`config.mk`:
```
export PLATFORM = sky130hd
export DESIGN_NAME = int64_shift_subtract_divider
export DESIGN_NICKNAME = d
export VERILOG_FILES = /design/src/rtl/i64div_pkg.sv /design/src/rtl/i64div_ctrl.sv /design/src/rtl/i64div_dpath.sv /design/src/rtl/int64_shift_subtract_divider.sv
export VERILOG_INCLUDE_DIRS = /design/src /design/src/rtl
export SDC_FILE = /design/constraint.sdc
export NUM_CORES = 1
export LEC_CHECK = 0
export BUFFER_PORTS_ARGS = -buffer_cell sky130_fd_sc_hd__buf_2
export CAP_MARGIN = 20
export CORE_ASPECT_RATIO = 0.9
export CORE_MARGIN = 2
export CORE_UTILIZATION = 64
export CTS_CLUSTER_DIAMETER = 150
export DETAILED_ROUTE_END_ITERATION = 8
export PLACE_DENSITY = 0.87
export SETUP_SLACK_MARGIN = 0.15
export SLEW_MARGIN = 10
export SYNTH_ARGS = -nofsm -noshare
export SYNTH_HDL_FRONTEND = slang
export SYNTH_HIERARCHICAL = 1
export SYNTH_SLANG_ARGS = --single-unit
```
`constraint.sdc`:
```
create_clock -name clk_i -period 34.3 [get_ports clk_i]
set_input_delay 6.86 -clock clk_i [delete_from_list [all_inputs] [get_ports clk_i]]
set_output_delay 6.86 -clock clk_i [all_outputs]
set_load 0.02 [all_outputs]
```
`src/rtl/int64_shift_subtract_divider_macros.svh`:
```
// ----------------------------------------------------------------------------
// int64_shift_subtract_divider assertion macros
// Clocked, reset-qualified assertion helpers used by the divider controller.
// ----------------------------------------------------------------------------
`ifndef INT64_SHIFT_SUBTRACT_DIVIDER_MACROS_SVH
`define INT64_SHIFT_SUBTRACT_DIVIDER_MACROS_SVH

// property checked on every rising clk_i edge outside reset
`define I64DIV_ASSERT(lbl, prop, msg) \
  lbl: assert property (@(posedge clk_i) disable iff (!rst_ni) prop) else $error(msg);

// expression that must never hold outside reset
`define I64DIV_ASSERT_NEVER(lbl, expr, msg) \
  `I64DIV_ASSERT(lbl, !(expr), msg)

`endif

```
`src/rtl/i64div_pkg.sv`:
```
// ----------------------------------------------------------------------------
// i64div_pkg
// Shared widths and controller/datapath interface types of the divider.
// ----------------------------------------------------------------------------
package i64div_pkg;

  localparam int DATA_WIDTH = 64;
  localparam int CNT_W      = $clog2(DATA_WIDTH);

  typedef struct packed {
    logic load;   // capture operands
    logic neg;    // take magnitudes
    logic step;   // one restoring step
    logic fix;    // sign fix-up into output register
  } i64div_cmd_t;

  typedef struct packed {
    logic dbz;    // divisor is zero
  } i64div_sts_t;

endpackage

```
`src/rtl/i64div_ctrl.sv`:
```
// ----------------------------------------------------------------------------
// i64div_ctrl
// Sequencer of the divider: operand load, magnitude, step count, result hand-off.
// ----------------------------------------------------------------------------
`include "int64_shift_subtract_divider_macros.svh"

module i64div_ctrl (
  input  logic                     clk_i,
  input  logic                     rst_ni,
  input  logic                     in_valid_i,
  output logic                     in_stall_o,
  output logic                     out_valid_o,
  input  logic                     out_stall_i,
  output i64div_pkg::i64div_cmd_t  cmd_o,
  input  i64div_pkg::i64div_sts_t  sts_i
);
  import i64div_pkg::*;

  typedef enum logic [1:0] {
    S_IDLE,
    S_NEG,
    S_DIV,
    S_FIX
  } state_e;

  state_e           state_q, state_d;
  logic [CNT_W-1:0] cnt_q, cnt_d;
  logic             out_valid_q, out_valid_d;
  logic             last_step;
  logic             slot_free;

  assign last_step = (cnt_q == CNT_W'(DATA_WIDTH - 1));
  assign slot_free = !out_valid_q || !out_stall_i;

  always_comb begin
    state_d     = state_q;
    cnt_d       = cnt_q;
    out_valid_d = out_valid_q && out_stall_i;
    cmd_o       = '0;
    unique case (state_q)
      S_IDLE: begin
        if (in_valid_i) begin
          cmd_o.load = 1'b1;
          state_d    = S_NEG;
        end
      end
      S_NEG: begin
        cmd_o.neg = 1'b1;
        cnt_d     = '0;
        state_d   = sts_i.dbz ? S_FIX : S_DIV;
      end
      S_DIV: begin
        cmd_o.step = 1'b1;
        cnt_d      = cnt_q + CNT_W'(1);
        if (last_step) begin
          state_d = S_FIX;
        end
      end
      S_FIX: begin
        if (slot_free) begin
          cmd_o.fix   = 1'b1;
          out_valid_d = 1'b1;
          state_d     = S_IDLE;
        end
      end
      default: state_d = S_IDLE;
    endcase
  end

  always_ff @(posedge clk_i or negedge rst_ni) begin
    if (!rst_ni) begin
      state_q     <= S_IDLE;
      cnt_q       <= '0;
      out_valid_q <= 1'b0;
    end else begin
      state_q     <= state_d;
      cnt_q       <= cnt_d;
      out_valid_q <= out_valid_d;
    end
  end

  assign in_stall_o  = (state_q != S_IDLE);
  assign out_valid_o = out_valid_q;

  `I64DIV_ASSERT(a_load_then_neg, cmd_o.load |=> cmd_o.neg, "load not followed by magnitude")
  `I64DIV_ASSERT(a_last_to_fix, (cmd_o.step && last_step) |=> (state_q == S_FIX), "step count overrun")
  `I64DIV_ASSERT(a_valid_from_fix, $rose(out_valid_q) |-> $past(cmd_o.fix), "result without fix-up")
  `I64DIV_ASSERT_NEVER(a_fix_overwrite, cmd_o.fix && out_valid_q && out_stall_i, "result overwritten")

endmodule

```
`src/rtl/i64div_dpath.sv`:
```
// ----------------------------------------------------------------------------
// i64div_dpath
// Operand magnitudes, restoring shift-subtract datapath and result register.
// ----------------------------------------------------------------------------
module i64div_dpath (
  input  logic                               clk_i,
  input  logic                               rst_ni,
  input  i64div_pkg::i64div_cmd_t            cmd_i,
  output i64div_pkg::i64div_sts_t            sts_o,
  input  logic                               opcode_i,
  input  logic [i64div_pkg::DATA_WIDTH-1:0]  dividend_i,
  input  logic [i64div_pkg::DATA_WIDTH-1:0]  divisor_i,
  output logic [i64div_pkg::DATA_WIDTH-1:0]  quotient_o,
  output logic [i64div_pkg::DATA_WIDTH-1:0]  remainder_o,
  output logic                               divide_by_zero_o
);
  import i64div_pkg::*;

  logic [DATA_WIDTH-1:0] num_q, den_q, rem_q;
  logic                  sgn_q, num_neg_q, den_neg_q, dbz_q;
  logic [DATA_WIDTH-1:0] quot_q, remo_q;
  logic                  dbzo_q;

  logic [DATA_WIDTH:0]   shifted;
  logic [DATA_WIDTH+1:0] diff;
  logic                  ge;
  logic [DATA_WIDTH-1:0] quot_fix, rem_fix;

  // partial remainder is below the divisor, so shifted fits in W+1 bits
  assign shifted = {rem_q, num_q[DATA_WIDTH-1]};
  assign diff    = {1'b0, shifted} - {2'b00, den_q};
  assign ge      = !diff[DATA_WIDTH+1];

  assign quot_fix = (sgn_q && (num_neg_q != den_neg_q)) ? ('0 - num_q) : num_q;
  assign rem_fix  = (sgn_q && num_neg_q) ? ('0 - rem_q) : rem_q;

  always_ff @(posedge clk_i or negedge rst_ni) begin
    if (!rst_ni) begin
      dbz_q  <= 1'b0;
      dbzo_q <= 1'b0;
    end else begin
      if (cmd_i.load) begin
        dbz_q <= (divisor_i == '0);
      end
      if (cmd_i.fix) begin
        dbzo_q <= dbz_q;
      end
    end
  end

  always_ff @(posedge clk_i) begin
    if (cmd_i.load) begin
      num_q     <= dividend_i;
      den_q     <= divisor_i;
      rem_q     <= '0;
      sgn_q     <= opcode_i;
      num_neg_q <= 1'b0;
      den_neg_q <= 1'b0;
    end
    if (cmd_i.neg && sgn_q) begin
      num_neg_q <= num_q[DATA_WIDTH-1];
      den_neg_q <= den_q[DATA_WIDTH-1];
      if (num_q[DATA_WIDTH-1]) begin
        num_q <= '0 - num_q;
      end
      if (den_q[DATA_WIDTH-1]) begin
        den_q <= '0 - den_q;
      end
    end
    if (cmd_i.step) begin
      num_q <= {num_q[DATA_WIDTH-2:0], ge};
      rem_q <= ge ? diff[DATA_WIDTH-1:0] : shifted[DATA_WIDTH-1:0];
    end
    if (cmd_i.fix) begin
      quot_q <= dbz_q ? '0 : quot_fix;
      remo_q <= dbz_q ? '0 : rem_fix;
    end
  end

  assign sts_o.dbz        = dbz_q;
  assign quotient_o       = quot_q;
  assign remainder_o      = remo_q;
  assign divide_by_zero_o = dbzo_q;

endmodule

```
`src/rtl/int64_shift_subtract_divider.sv`:
```
// ----------------------------------------------------------------------------
// int64_shift_subtract_divider
// 64-bit signed/unsigned radix-2 restoring divider, one quotient bit a cycle.
// ----------------------------------------------------------------------------
//  channel | handshake               | payload
//  --------+-------------------------+-----------------------------------------
//  in      | in_valid_i / in_stall_o | opcode_i, dividend_i, divisor_i
//  out     | out_valid_o/out_stall_i | quotient_o, remainder_o, divide_by_zero_o
//
//  After accept: 1 magnitude, 64 shift-subtract, 1 fix-up step (waits on a stall).
//  A new item is taken only when idle; the single subtractor loop sets this.
//  Zero divisor skips the loop: magnitude goes straight to fix-up.
//  The result register frees the input side: a stalled result blocks only fix-up.
//  Asynchronous active-low reset clears control, zero-divisor flags and output valid.
// ----------------------------------------------------------------------------
module int64_shift_subtract_divider (
  input  logic                               clk_i,
  input  logic                               rst_ni,
  input  logic                               in_valid_i,
  output logic                               in_stall_o,
  input  logic                               opcode_i,
  input  logic [i64div_pkg::DATA_WIDTH-1:0]  dividend_i,
  input  logic [i64div_pkg::DATA_WIDTH-1:0]  divisor_i,
  output logic                               out_valid_o,
  input  logic                               out_stall_i,
  output logic [i64div_pkg::DATA_WIDTH-1:0]  quotient_o,
  output logic [i64div_pkg::DATA_WIDTH-1:0]  remainder_o,
  output logic                               divide_by_zero_o
);
  import i64div_pkg::*;

  i64div_cmd_t cmd;
  i64div_sts_t sts;

  i64div_ctrl u_ctrl (
    .clk_i       (clk_i),
    .rst_ni      (rst_ni),
    .in_valid_i  (in_valid_i),
    .in_stall_o  (in_stall_o),
    .out_valid_o (out_valid_o),
    .out_stall_i (out_stall_i),
    .cmd_o       (cmd),
    .sts_i       (sts)
  );

  i64div_dpath u_dpath (
    .clk_i            (clk_i),
    .rst_ni           (rst_ni),
    .cmd_i            (cmd),
    .sts_o            (sts),
    .opcode_i         (opcode_i),
    .dividend_i       (dividend_i),
    .divisor_i        (divisor_i),
    .quotient_o       (quotient_o),
    .remainder_o      (remainder_o),
    .divide_by_zero_o (divide_by_zero_o)
  );

endmodule
```
==> results.md <==
Worst setup path:
- The launching element of the worst setup path is in_valid_i.
- STA classifies the critical path startpoint as a primary input.
- For flop-to-flop paths, the worst setup slack is 29680 ps.
- The nature of the critical path endpoint is a flop.
- The worst setup path is of the in2reg kind.
- The depth of the worst register-to-register path is 13.
- The data required time of the worst path is 34680 ps.
- The data arrival time at the worst-slack endpoint is 8930 ps.
- The delay of the slowest cell on the worst path is 570 ps.
- In this run the critical register-to-register path is captured at u_dpath/rem_q[56].
- Traced cell by cell, the critical path runs through buf_2 > and2_1 > buf_4 > nor2_4 > buf_4 > a21oi_1 > o221ai_1 > o21ai_0.
- The cell that appears most often on the critical path is buf_4.
- The highest net fanout along the worst path is 31.
- The startpoint identified for the worst register-to-register timing path is u_dpath/den_q[4].
- The critical path contains buffers and inverters numbering 3 combined.
- The kind of cell adding the most delay to the critical path is buffers and inverters.
- The cell at the slowest stage of the critical path is nor2_4.

GRT:
- Global routing finished with a remaining overflow of 0.
- The global-route wire length before repair is 108800 um.
- The total global routing track utilization is 0.3767.
- Entering global routing, the biggest net connects 109 pins.
- The initial antenna violation count is 7.
- The number of global-route vias before repair is 20400.

Clock network:
- In this run, CTS created clock tree buffers numbering 37.
- The number of sinks on the clock net is 334.
- Clock latency on the worst-skew pair, taken at its later pin, is 540 ps.
- The clock transition at the register clock pins on the worst setup and hold paths after CTS is 60 ps.
- The CTS tree is yes.
- The number of hold-repair buffers added at the cts stage is 0.
- The number of buffers inserted to repair setup after CTS is 0.
- The root buffer cell chosen for the clock tree is clkbuf_16.
- In this run the number of H-tree levels came out at 2.
- In this run, post-CTS repair resized a total of 0 instances.
- The worst-case clock buffer depth is 3.

Power and ir drop:
- IR analysis of the VDD net gives a maximum drop of 0.03506 mV.
- Power comes to 837.6 uW.
- The analysis attributes to cell leakage a power of 0.009951 uW.
- The ratio of total power to cell area is 33.85 nW/um2.

Timing:
- The final setup violation count is 0.
- Setup repair after global routing left no endpoint under its margin.
- Dividing the final minimum period by the clock period gives 0.2491.
- The final setup TNS is 0 ps.
- The relative max-transition margin is 0.1600.
- The final number of hold-violating endpoints is 0.
- The maximum clock frequency is 0.1170 GHz.
- The worst hold slack is 494.5 ps.
- After layout, the worst setup slack is 25750 ps.
- The transition time of the tightest slew-check pin is 1257 ps.
- The final number of max-transition violations was 0.
- The worst clock skew is 14.96 ps.
- The final period demand of the worst path is 8545 ps.

Synth:
- The cell with the most instances after synthesis is a21oi_1.
- The sequential element share of the synthesized area is 0.3951.
- After synthesis, the share of flip-flops with an asynchronous set or reset is 0.03293.
- The area share of the largest cell type after synthesis is 0.2683.
- By count the netlist is led by 317 x a21oi_1, 273 x o21ai_0, 272 x nor2_1.
- When the netlist entered floorplanning its net count stood at 2916.
- The total standard cell area after synthesis is 22050 um2.
- After synthesis, the cell types taking the most area are edfxtp_1 27%, dfxtp_1 11%, a21oi_1 7.2%.
- Synthesis inferred 334 register bits.
- The biggest area contributor in the post-synthesis netlist is edfxtp_1.
- Counting flops with a built-in enable in the synthesized netlist gives 197.
- The most used flip-flop cell after synthesis is edfxtp_1.
- The count of mapped cells out of synthesis is 2709.
- The Yosys step of the flow raised 6 warnings.
- The average cell area after synthesis is 8.140 um2.
- The number of distinct library cells after synthesis is 87.

Drt:
- The post-route antenna net violation count is 0.
- The DRC marker count from the first detailed-route iteration is 2950.
- The total number of vias is 22400.
- The total routed wirelength is 69970 um.
- The average wire length per cell after detail routing is 20.87 um.
- Dividing the detail-routed via count by the number of cells gives 6.682.
- The first detailed-routing pass took 7 iterations.
- In the routed design, unresolved DRC markers number 0.

Place:
- Before CTS, the worst setup slack after placement is 25240 ps.
- Buffers placed on the I/O ports in this run total 263.
- The cell area after placement is 23500 um2.
- At the end of routability-driven placement, the weighted congestion stood at 0.9761.
- Summed over all nets, the half-perimeter wirelength after detailed placement is 48330 um.

Floorplan:
- The initial utilization of the core area, before any placement, comes to 0.6495.
- For this design the top-level I/O count stands at 264.
- The initialized floorplan defines 64 standard-cell rows.
- In this run the vertical extent of the chip is 180.1 um.
- The die is 199.7 um wide.
- In this run the standard cell core region covers 33950 um2.
- The floorplan step defined a die boundary enclosing 35960 um2.

Final layout:
- After the last flow step, the layout net total stands at 3062.
- The total of fill cells in the finished design is 2638.
- The layout overhead on the synthesized area is 12.22%.
- The multi-input combinational cells in the finished layout cover a total of 12340 um2.
- The fraction of final layout cells with drive strength greater than 1 is 0.1387.
- After routing the design area is 24750 um2.
- Summing all flip-flop and latch instances after layout gives 8717 um2.

Worst hold path:
- The cell count of the worst hold path is 2.
- The path category of the worst min-delay check is reg2reg.
- The path with the worst hold slack has its endpoint at u_dpath/den_q[57].
- The startpoint of the worst hold path is u_dpath/den_q[57].

Flow run:
- The max-capacitance violation count is 0.

Status:
- The flow ran to the end, and the final reports show no timing, DRC or antenna violations.
==> metrics by stage <==
step	util	std cells
2_1_floorplan	-	2709
3_3_place_gp	0.6922	3277
3_5_place_dp	0.6922	3277
4_1_cts	0.7278	3344
5_1_grt	0.7288	3351
6_report	0.7289	3352
==> power breakdown <==
group / leakage [uW] / internal, uW / switching, uW
registers: 0.00337 / 420 / 0
logic: 0.00598 / 5.63 / 5.62
clock network: 0.000602 / 238 / 168
==> routing by layer <==
metal  GRT usage  part of all wire
met3     0.06214              0.11
met5           0           0.00026
met2      0.5821              0.44
met1      0.5187              0.39
met4      0.1724             0.052
==> how the worst max path moves through the flow <==
stage | endpoint | cells after the start | slack, ps
2_1_floorplan | u_dpath/divide_by_zero_o | 2 | 16750
3_3_place_gp | u_dpath/num_q[55] | 6 | 25340
3_5_place_dp | u_dpath/num_q[21] | 8 | 25240
4_1_cts | u_dpath/num_q[25] | 8 | 25790
5_1_grt | u_dpath/quotient_o[40] | 4 | 25690
6_report | u_dpath/num_q[55] | 8 | 25750
==> placed cells by master, fill, tap and decap left out, types with 7 or more instances in the layout <==
cell and instances:
a21oi_1 317, o21ai_0 273, nor2_1 270, buf_2 263, nand2_1 225, edfxtp_1 197, dfxtp_1 126, nor3_1 111
inv_1 101, nand3_1 93, or3_1 89, xor2_1 78, ha_1 72, xnor2_1 62, a31oi_1 55, o31ai_1 41
clkbuf_16 38, nor4_1 37, a21o_1 35, o22ai_1 34, nand4_1 32, a211oi_1 26, buf_4 22, nand2b_1 21
and2_1 14, or4_1 13, mux2i_1 13, clkinv_2 11, o21a_1 11, o211ai_1 11, dfrtp_1 10, o21bai_1 10
nor2b_1 8, or2_2 8, and3_1 8, diode_2 7, clkbuf_1 7, o21ai_1 7
==> worst register-to-register path, stage by stage (launching register included) <==
cell       delay, ps
dfxtp_1          390
inv_1            140
ha_1             400
a21o_1           240
a31o_2           240
o21a_1           250
o2bb2ai_1        160
a31oi_1          340
nand3_1          320
a31oi_1          590
a21boi_4         200
buf_4            330
nor2_1           520
o311ai_0         220
==> cell families after synthesis <==
group / synth area share
xor gates and xnor gates: 0.05560
AOI/OAI and AO/OA: 0.2361
and+or+nand+nor: 0.2150
adders and majority gates: 0.04233
muxes: 0.007432
DFF: 0.3951
buffers and inverters: 0.04834
==> flip-flops by register name (all words and copies together) (netlist names) <==
signal / count
u_ctrl/out_valid_o: 1
u_ctrl/state_q: 2
u_dpath/den_neg_q: 1
u_dpath/quotient_o: 64
u_dpath/divide_by_zero_o: 1
u_dpath/rem_q: 64
u_dpath/remainder_o: 64
u_ctrl/cnt_q: 6
u_dpath/sts_o: 1
u_dpath/den_q: 64
u_dpath/sgn_q: 1
u_dpath/num_neg_q: 1
u_dpath/num_q: 64
==> cell type report <==
class	count	area share
clock inverter	20	0.008190
tap	462	0.02336
inverter	103	0.01567
timing repair buffer	286	0.06067
sequential	334	0.3522
antenna	7	0.0007078
clock buffer	47	0.04060
multi-input combinational	2093	0.4986
Note: power is estimated with default switching activity, not from simulation.
